==> config.mk <==
export PLATFORM = sky130hd
export DESIGN_NAME = lsbp_ctrl
export DESIGN_NICKNAME = d
export VERILOG_FILES = /design/src/hw/rtl/lsbp_pkg.sv /design/src/hw/rtl/lsbp_ctrl.sv
export SDC_FILE = /design/constraint.sdc
export NUM_CORES = 1
export LEC_CHECK = 0
export ABC_CLOCK_PERIOD_IN_PS = 1400
export BUFFER_PORTS_ARGS = -buffer_cell sky130_fd_sc_hd__buf_2
export CAP_MARGIN = 20
export CORE_AREA = 2 2 39 41
export DETAILED_ROUTE_END_ITERATION = 6
export DIE_AREA = 0 0 41 43
export REMOVE_ABC_BUFFERS = 1
export SYNTH_ARGS = -nofsm -noshare
export SYNTH_HDL_FRONTEND = slang
export SYNTH_SLANG_ARGS = --single-unit
export TNS_END_PERCENT = 1
==> constraint.sdc <==
create_clock -name clock -period 1.4 [get_ports clock]
set_clock_uncertainty 0.1 [all_clocks]
set_input_delay 0.28 -clock clock [delete_from_list [all_inputs] [get_ports clock]]
set_output_delay 0.28 -clock clock [all_outputs]
set_load 0.02 [all_outputs]
==> src/hw/rtl/lsbp_pkg.sv <==
// shared types, constants and helper functions of the laser scan bitmap plotter
`timescale 1ns / 1ps

package lsbp_pkg;

   // bitmap geometry and scan length
   localparam int ROWS        = 240;
   localparam int COLS        = 320;
   localparam int MAX_SAMPLES = 4096;

   // field widths
   localparam int ROW_W      = 8;
   localparam int COL_W      = 9;
   localparam int PIX_W      = 8;
   localparam int SCALE_W    = 8;
   localparam int ANGLE_W    = 16;
   localparam int STEP_W     = 12;
   localparam int RANGE_W    = 16;
   localparam int IDX_W      = $clog2(MAX_SAMPLES);
   localparam int ANG_PROD_W = IDX_W + STEP_W;

   // stream payload widths
   localparam int REQ_DATA_W = 40;
   localparam int REQ_USER_W = 2;
   localparam int RSP_DATA_W = 32;
   localparam int RSP_PAD_W  = RSP_DATA_W - ROW_W - COL_W - PIX_W;

   // register file
   localparam int CSR_IDX_W  = 2;
   localparam int CSR_DATA_W = 16;
   localparam logic [CSR_IDX_W-1:0] CSR_PLOT_SCALE  = 2'd0;
   localparam logic [CSR_IDX_W-1:0] CSR_START_ANGLE = 2'd1;
   localparam logic [CSR_IDX_W-1:0] CSR_ANGLE_STEP  = 2'd2;
   localparam logic [SCALE_W-1:0] PLOT_SCALE_RST  = 8'd40;
   localparam logic [ANGLE_W-1:0] START_ANGLE_RST = 16'hC000;
   localparam logic [STEP_W-1:0]  ANGLE_STEP_RST  = 12'd64;

   // item kinds
   localparam logic FUNC_PLOT = 1'b0;
   localparam logic FUNC_READ = 1'b1;

   // bitmap centers: row is offset by half the columns, col by half the rows
   localparam int ROW_CENTER = COLS / 2;
   localparam int COL_CENTER = ROWS / 2;

   // cordic
   localparam int CORDIC_STEPS = 16;
   localparam int ITER_W       = $clog2(CORDIC_STEPS);
   localparam int CORDIC_W     = 18;
   localparam int CORDIC_X0    = 19898;
   localparam int SC_W         = 16;
   localparam int SAT_LIM      = 32767;

   // scaling product, q23 fraction
   localparam int MAG_W      = SCALE_W + RANGE_W;
   localparam int PROD_W     = MAG_W + 1 + SC_W;
   localparam int FRAC_BITS  = 23;
   localparam int TRUNC_BIAS = 2 ** FRAC_BITS - 1;
   localparam int COORD_W    = 18;

   // bitmap memory, 32 pixels per word
   localparam int BIT_W   = $clog2(ROWS * COLS);
   localparam int WORD_W  = 32;
   localparam int SEL_W   = $clog2(WORD_W);
   localparam int WORDS   = (ROWS * COLS + WORD_W - 1) / WORD_W;
   localparam int WADDR_W = $clog2(WORDS);

   localparam logic [PIX_W-1:0] PIXEL_SET = 8'hFF;

   typedef enum logic [3:0] {
      ST_CLEAR,
      ST_IDLE,
      ST_DECODE,
      ST_ANGLE,
      ST_INIT,
      ST_ROTATE,
      ST_SCALE,
      ST_MUL_COS,
      ST_MUL_SIN,
      ST_COL,
      ST_ADDR,
      ST_MEM_RD,
      ST_MEM_WR,
      ST_DONE
   } state_type;

   // controller to datapath commands
   typedef struct packed {
      logic take;
      logic clear_step;
      logic angle_mul;
      logic cordic_init;
      logic cordic_step;
      logic scale;
      logic mul_cos;
      logic mul_sin;
      logic col_calc;
      logic addr_calc;
      logic mem_rd;
      logic mem_wr;
      logic load_rsp;
   } cmd_type;

   // datapath to controller status
   typedef struct packed {
      logic clear_last;
      logic cordic_last;
      logic func_read;
      logic on_map;
      logic out_free;
   } sts_type;

   // arctangent of 2^-i in units of pi/32768, rounded
   function automatic logic signed [CORDIC_W-1:0] atan_lut(input logic [ITER_W-1:0] i);
      logic signed [CORDIC_W-1:0] v;
      case (i)
         4'd0:    v = CORDIC_W'(8192);
         4'd1:    v = CORDIC_W'(4836);
         4'd2:    v = CORDIC_W'(2555);
         4'd3:    v = CORDIC_W'(1297);
         4'd4:    v = CORDIC_W'(651);
         4'd5:    v = CORDIC_W'(326);
         4'd6:    v = CORDIC_W'(163);
         4'd7:    v = CORDIC_W'(81);
         4'd8:    v = CORDIC_W'(41);
         4'd9:    v = CORDIC_W'(20);
         4'd10:   v = CORDIC_W'(10);
         4'd11:   v = CORDIC_W'(5);
         4'd12:   v = CORDIC_W'(3);
         4'd13:   v = CORDIC_W'(1);
         4'd14:   v = CORDIC_W'(1);
         default: v = '0;
      endcase
      return v;
   endfunction

   // clamp a cordic output to +-32767
   function automatic logic signed [SC_W-1:0] sat_q15(input logic signed [CORDIC_W-1:0] v);
      logic signed [CORDIC_W-1:0] hi;
      logic signed [CORDIC_W-1:0] lo;
      logic signed [SC_W-1:0]     r;
      hi = CORDIC_W'(SAT_LIM);
      lo = -hi;
      if (v > hi) begin
         r = SC_W'(SAT_LIM);
      end else if (v < lo) begin
         r = -SC_W'(SAT_LIM);
      end else begin
         r = v[SC_W-1:0];
      end
      return r;
   endfunction

endpackage

==> src/hw/rtl/lsbp_ctrl.sv <==
// sequencing state machine of the laser scan bitmap plotter
`timescale 1ns / 1ps

module lsbp_ctrl import lsbp_pkg::*; (
   input  logic    clock,
   input  logic    reset,
   input  logic    req_valid,
   output logic    req_ready,
   input  sts_type sts,
   output cmd_type cmd
);

   state_type state_ff;
   state_type state_in;

   // state register
   always_ff @(posedge clock) begin
      if (reset) begin
         state_ff <= ST_CLEAR;
      end else begin
         state_ff <= state_in;
      end
   end

   // next state and commands
   always_comb begin
      state_in  = state_ff;
      cmd       = '0;
      req_ready = 1'b0;
      case (state_ff)
         ST_CLEAR: begin
            cmd.clear_step = 1'b1;
            if (sts.clear_last) state_in = ST_IDLE;
         end
         ST_IDLE: begin
            req_ready = 1'b1;
            if (req_valid) begin
               cmd.take = 1'b1;
               state_in = ST_DECODE;
            end
         end
         ST_DECODE: begin
            state_in = sts.func_read ? ST_ADDR : ST_ANGLE;
         end
         ST_ANGLE: begin
            cmd.angle_mul = 1'b1;
            state_in      = ST_INIT;
         end
         ST_INIT: begin
            cmd.cordic_init = 1'b1;
            state_in        = ST_ROTATE;
         end
         ST_ROTATE: begin
            cmd.cordic_step = 1'b1;
            if (sts.cordic_last) state_in = ST_SCALE;
         end
         ST_SCALE: begin
            cmd.scale = 1'b1;
            state_in  = ST_MUL_COS;
         end
         ST_MUL_COS: begin
            cmd.mul_cos = 1'b1;
            state_in    = ST_MUL_SIN;
         end
         ST_MUL_SIN: begin
            cmd.mul_sin = 1'b1;
            state_in    = ST_COL;
         end
         ST_COL: begin
            cmd.col_calc = 1'b1;
            state_in     = ST_ADDR;
         end
         ST_ADDR: begin
            cmd.addr_calc = 1'b1;
            state_in      = ST_MEM_RD;
         end
         ST_MEM_RD: begin
            // pixels off the bitmap skip the memory
            if (sts.on_map) begin
               cmd.mem_rd = 1'b1;
               state_in   = ST_MEM_WR;
            end else begin
               state_in = ST_DONE;
            end
         end
         ST_MEM_WR: begin
            cmd.mem_wr = 1'b1;
            state_in   = ST_DONE;
         end
         ST_DONE: begin
            if (sts.out_free) begin
               cmd.load_rsp = 1'b1;
               state_in     = ST_IDLE;
            end
         end
         default: begin
            state_in = ST_IDLE;
         end
      endcase
   end

endmodule

==> impl_metrics.csv, run 1 <==
group,metric,value,unit
outcome,status,"finished, violations left",
outcome,violations,"setup timing",
global_route,grt_pass1_vias,484,
timing,min_period,1.60,ns
placed_design,port_buffers,21,
clocking,cts.clk_slew.worst_paths,0.04,ns
synth,synth_edf_count,0,
die,rows,14,
clocking,cts_root_buf,"clkbuf_4",
synth,synth_common_cells,"8 x nor2_1, 4 x dfxtp_1, 4 x inv_1, 4 x nand2_1, 4 x nor3_1",
timing,rsz0062_at_grt,"yes",
die,io_pins,22,
placed_design,place_congestion,0.737,
synth,synth_top_area_share,0.192,
timing,layout_setup_ws,-0.200,ns
global_route,grt_pass1_wl,1.94,mm
finish,antennaDiodeCount,0,
worst_setup_path,setup.worst_path.start,"state_ff[0]",
global_route,grt_use_total,0.157,
clocking,clockBufferDepth,2,
synth,synth-xor-area-share,0,
drt,routedWlPerCell,12.8,um
synth,ys_top_cells_by_area,"dfxtp_1 19%, a221oi_2 7.2%, nor2_1 7.2%",
timing,worst-slew-pin-transition,0.283,ns
synth,syn_inst,57,
timing,setup_tns,-2.55,ns
drt,ant_nets,0,
finish,finalCoreUtilization,0.570,
synth,synth_seq_area_share,0.192,
pwr,ir_drop,0.000781,V
synth,ys_ff_latch,4,
global_route,grt_max_degree,11,
finish,area_growth,88.6,%
placed_design,dpl_cell_area,638,um^2
finish,largest_register,"state_ff",
drt,dr.pass1.iters,4,
synth,synth_top_family_by_area,"simple AND/OR/NAND/NOR gates",
placed_design,dp.final_hpwl,958,um
worst_setup_path,path_max_fanout,4,
finish,drive_gt1_frac,0.612,
die,dieArea,1760,um^2
synth,synth_flop_cell,"dfxtp_1",
die,start_util,0.302,
synth,syn-cell-area,418,um^2
synth,yosysTopAreaCell,"dfxtp_1",
finish,reg_top3,"state_ff: 4 flops",
synth,syn_avg_cell_area,7.33,um^2
drt,drt_first_iter_violations,6,
worst_setup_path,reg2reg_from,"state_ff[3]",
finish,final_area,788,um^2
timing,hold_ws,0.169,ns
clocking,cts_tree,"yes",
worst_hold_path,hold_start,"reset",
worst_setup_path,critPathArrivalTime,1.22,ns
flow_run,max_cap_violations,0,
timing,finalHoldViolCount,0,
clocking,cts.sinks,4,
timing,post-route-period-util,1.14,
finish,largest_reg_flops,4,
drt,viasPerCell,5.20,
synth,muxShareOfSynthArea,0.0240,
worst_setup_path,worstSetupEndpointType,"primary output",
worst_hold_path,hp-class,"input port to register",
timing,slew_violations,0,
synth,synth_fa_ha_area_frac,0.0240,
drt,wl,1.46,mm
drt,vias,593,
die,coreArea,1380,um^2
finish,n_fill_cell,120,
synth,ys_types,30,
finish,nNetsFinal,108,
worst_setup_path,crit_type,"register to primary output",
pwr,power_leakage,0.000384,uW
pwr,pwr_density_cell,1820,nW/um^2
die,fp.dieH,43,um
global_route,grt_overflow,0,
synth,async_reset_ff_frac,0,
worst_setup_path,critPathLaunchType,"register",
synth,synth_most_common_cell,"nor2_1",
clocking,cts-buffers-inserted,3,
synth,yosys.area_share.simple,0.407,
clocking,worstSkewPairLatency,0.23,ns
placed_design,place_ws,-0.178,ns
timing,max_freq,625,MHz
clocking,htreeDepth,1,
timing,relSlewSlack,0.812,
synth,ys_warn_count,0,
die,die_x,41,um
synth,synth-compound-area-share,0.240,
worst_setup_path,cp.required,1.02,ns
global_route,antenna_found_initial,0,
timing,setup_viol,17,
drt,drc,0,
## cell type report
type | count | area, um^2 | area share
Timing Repair Buffer | 44 | 309 | 0.392
Sequential cell | 4 | 92.6 | 0.117
Tap cell | 16 | 20.0 | 0.0254
Clock buffer | 3 | 22.5 | 0.0286
Inverter | 4 | 15.0 | 0.0190
Multi-Input combinational cell | 43 | 329 | 0.417
## per-layer routing
metal  global-route usage  vias to the layer above  wire length [um]
met2                0.253                       21               779
met1                0.189                      286               595
met3               0.0314                        0                80
met4               0.0733                        0                 0
met5                    0                        -                 0
li1                     -                      286                 -
## power by group
group	internal, uW	switching (uW)
clock network	95.9	47.2
logic	545	492
registers	169	86.1
## cell usage in the layout, fill, tap and decap left out
cell / instances
and4b_1: 1
and3_1: 1
nor3_2: 2
nor3_1: 1
buf_4: 33
nand2_1: 3
buf_2: 10
o21ai_0: 1
dfxtp_2: 1
inv_1: 4
nor3_4: 1
a31oi_1: 1
o2bb2ai_1: 1
clkbuf_4: 3
buf_6: 1
nand3b_1: 1
and2_1: 1
nand2b_1: 2
maj3_1: 1
a311oi_2: 1
a21oi_1: 2
o211a_1: 1
or2_1: 1
nand2_2: 1
o221ai_1: 1
nand3_1: 3
dfxtp_4: 3
nor2b_1: 1
a221oi_2: 2
o22ai_1: 1
mux2i_1: 1
or2b_1: 1
nor2_1: 8
nor4_4: 2
## kinds of logic after synthesis
kind of cell | count (synthesis)
fa+ha+maj | 1
mux | 1
compound gates | 11
simple gates | 30
flops | 4
buf+inv | 10
## critical path, cell delays in order (launching register included)
cell and delay, ns:
dfxtp_4 0.35, buf_6 0.11, or2b_1 0.25, nor3_2 0.11
buf_4 0.16
## stage by stage
step                      cells  power, uW
final                       114       1430
after global placement      105       1030
after floorplan              51        652
after CTS                   111       1320
after detailed placement    105       1050
after global routing        114       1520
## what timing repair did
item / in CTS / in global routing
pin swaps: 2 / 4
hold endpoints to repair: 0 / 0
setup buffers: 3 / 3
setup endpoints to repair: 17 / 17
cloned: 0 / 0
gates resized for setup: 19 / 7
hold buffers: 0 / 0
## path summary, 6_finish.rpt
kind | to | slack (ns) | cells past startpoint
max | cmd[9] | -0.20 | 4
min | state_ff[0] | 0.17 | 2
max reg2reg | state_ff[2] | -0.16 | 5
min reg2reg | state_ff[1] | 0.49 | 2
(Power assumes the default switching activity.)
==> run 2: changes to the inputs <==
--- a/config.mk
+++ b/config.mk
@@ -5,12 +5,13 @@
 export SDC_FILE = /design/constraint.sdc
 export NUM_CORES = 1
 export LEC_CHECK = 0
-export ABC_CLOCK_PERIOD_IN_PS = 1400
+export ABC_CLOCK_PERIOD_IN_PS = 1490
 export BUFFER_PORTS_ARGS = -buffer_cell sky130_fd_sc_hd__buf_2
 export CAP_MARGIN = 20
 export CORE_AREA = 2 2 39 41
 export DETAILED_ROUTE_END_ITERATION = 6
 export DIE_AREA = 0 0 41 43
+export RECOVER_POWER = 100
 export REMOVE_ABC_BUFFERS = 1
 export SYNTH_ARGS = -nofsm -noshare
 export SYNTH_HDL_FRONTEND = slang
==> constraint.sdc (replaced) <==
create_clock -name clock -period 1.49 [get_ports clock]
set_clock_uncertainty 0.1 [all_clocks]
set_input_delay 0.298 -clock clock [delete_from_list [all_inputs] [get_ports clock]]
set_output_delay 0.298 -clock clock [all_outputs]
set_load 0.02 [all_outputs]
==> impl_metrics.csv, run 2 (synthesized netlist as in run 1, its figures left out) <==
group,metric,value,unit
outcome,status,"finished, violations left",
outcome,violations,"setup timing",
clocking,cts_tree,"yes",
clocking,cts-buffers-inserted,3,
worst_hold_path,hp-class,"input port to register",
worst_setup_path,critPathLaunchType,"register",
drt,top_layer_used,"met3",
clocking,htreeDepth,1,
worst_setup_path,critPathArrivalTime,1.19,ns
pwr,p_clk_frac,0.106,
global_route,grt_pass1_vias,487,
timing,max_freq,630,MHz
clocking,cts.clk_slew.worst_paths,0.04,ns
worst_setup_path,rr_worst_depth,5,
clocking,cts.sinks,4,
pwr,p_sw_frac,0.432,
drt,wl_met1,577,um
global_route,grt_use_total,0.156,
timing,rsz0062_at_grt,"yes",
flow_run,max_cap_violations,0,
drt,route.met3.wl,36,um
drt,dr.pass1.iters,4,
worst_hold_path,hold_start,"reset",
finish,largest_register,"state_ff",
die,coreArea,1380,um^2
timing,slew_violations,0,
worst_setup_path,path_max_fanout,10,
placed_design,dp.final_hpwl,903,um
placed_design,place_congestion,0.758,
pwr,comb_power_share,0.685,
clocking,clockBufferDepth,2,
finish,area_growth,77.5,%
global_route,grt_overflow,0,
finish,antennaDiodeCount,0,
timing,hold_ws,0.186,ns
global_route,grt_max_degree,11,
timing,setup_viol,15,
drt,routedWlPerCell,12.0,um
die,fp.dieH,43,um
worst_setup_path,cp.required,1.09,ns
pwr,p_int,714,uW
global_route,antenna_found_initial,0,
die,start_util,0.302,
die,dieArea,1760,um^2
timing,post-route-period-util,1.06,
pwr,power.switching,543,uW
pwr,pwr_density_cell,1690,nW/um^2
drt,vias,532,
finish,final_common_cell,"buf_4",
die,die_x,41,um
drt,viasPerCell,5.02,
clocking,cts_root_buf,"clkbuf_4",
clocking,worstSkewPairLatency,0.23,ns
worst_setup_path,crit_type,"register to primary output",
drt,wl,1.27,mm
pwr,seqPwrFrac,0.209,
worst_setup_path,rrSetupSlack,-0.07,ns
pwr,ir_drop,0.000766,V
worst_hold_path,whs_endpoint,"state_ff[1]",
clocking,holdBufCountCts,0,
worst_setup_path,rr_endpoint,"state_ff[2]",
pwr,power_leakage,0.000344,uW
worst_setup_path,reg2reg_from,"state_ff[3]",
die,io_pins,22,
drt,met2_length,657,um
finish,largest_reg_flops,4,
drt,ant_nets,0,
die,rows,14,
drt,drc,0,
worst_setup_path,worstSetupEndpointType,"primary output",
timing,worst-slew-pin-transition,0.287,ns
drt,drt_first_iter_violations,10,
global_route,grt_pass1_wl,1.97,mm
timing,min_period,1.59,ns
worst_hold_path,min_path_cells,2,
timing,layout_setup_ws,-0.0964,ns
finish,nNetsFinal,100,
finish,final_cell_mix,"22 x buf_4, 9 x buf_2, 7 x nor2_1, 5 x buf_6, 4 x dfxtp_4",
finish,drive_gt1_frac,0.600,
worst_setup_path,setup.worst_path.start,"state_ff[1]",
timing,finalHoldViolCount,0,
placed_design,place_ws,-0.0894,ns
timing,relSlewSlack,0.809,
placed_design,port_buffers,21,
finish,reg_top3,"state_ff: 4 flops",
## run 2: cell types whose count changed in the layout (fill, tap and decap cells not counted)
cell / delta
and2_1: -1
and2_4: +1
buf_2: -1
buf_4: -11
buf_6: +4
dfxtp_2: -1
dfxtp_4: +1
inv_1: -1
inv_2: +1
nor2_1: -1
nor2_2: +1
nor3_1: +1
nor3_4: -1
## run 2: timing repair
item / CTS / global route
gates resized for setup: 22 / 11
pin swaps: 2 / 2
buffers inserted: 0 / 1
setup endpoints to repair: 17 / 16
## run 2: critical path, cell delays in order, from the launching register on
cell      delay, ns
dfxtp_4        0.38
nand2b_1       0.21
nor3_1         0.17
buf_2          0.19
## run 2: routing by layer
layer / vias to the layer above / global-route usage
li1: 274 / -
met1: 244 / 0.211
met2: 14 / 0.244
met3: 0 / 0.0471
met4: 0 / 0.0200
met5: - / 0
## run 2: per-stage QoR
step           setup TNS (ns)  power, uW   util  area, um^2  instances
2_1_floorplan           -1.64        612      -         385         51
3_3_place_gp          -0.0567        941  0.445         616        102
3_5_place_dp           -0.141        954  0.445         616        102
4_1_cts                -0.703       1170  0.505         698        105
5_1_grt                 -1.81       1350  0.536         742        106
6_report               -0.757       1260  0.536         742        106
## run 2: how the worst max path moves through the flow
stage / end / slack [ns]
2_1_floorplan: cmd[12] / -0.51
3_3_place_gp: state_ff[2] / -0.03
3_5_place_dp: state_ff[2] / -0.09
4_1_cts: cmd[9] / -0.13
5_1_grt: cmd[9] / -0.15
6_report: cmd[5] / -0.1
## run 2: layout make-up
class | instances | area, um^2
flip-flops and latches | 4 | 95.1
clock buffers | 3 | 22.5
well taps | 16 | 20.0
repair buffers | 36 | 267
inverters | 4 | 15.0
multi-input cells | 43 | 323
fillers | 135 | 642
## run 2: power by group through the flow
stage / sequential [uW] / clock, uW / combinational [uW]
3_3_place_gp: 222 / 0 / 719
6_report: 263 / 133 / 861
3_5_place_dp: 224 / 0 / 729
5_1_grt: 274 / 145 / 928
4_1_cts: 249 / 137 / 787
2_1_floorplan: 251 / 0 / 362
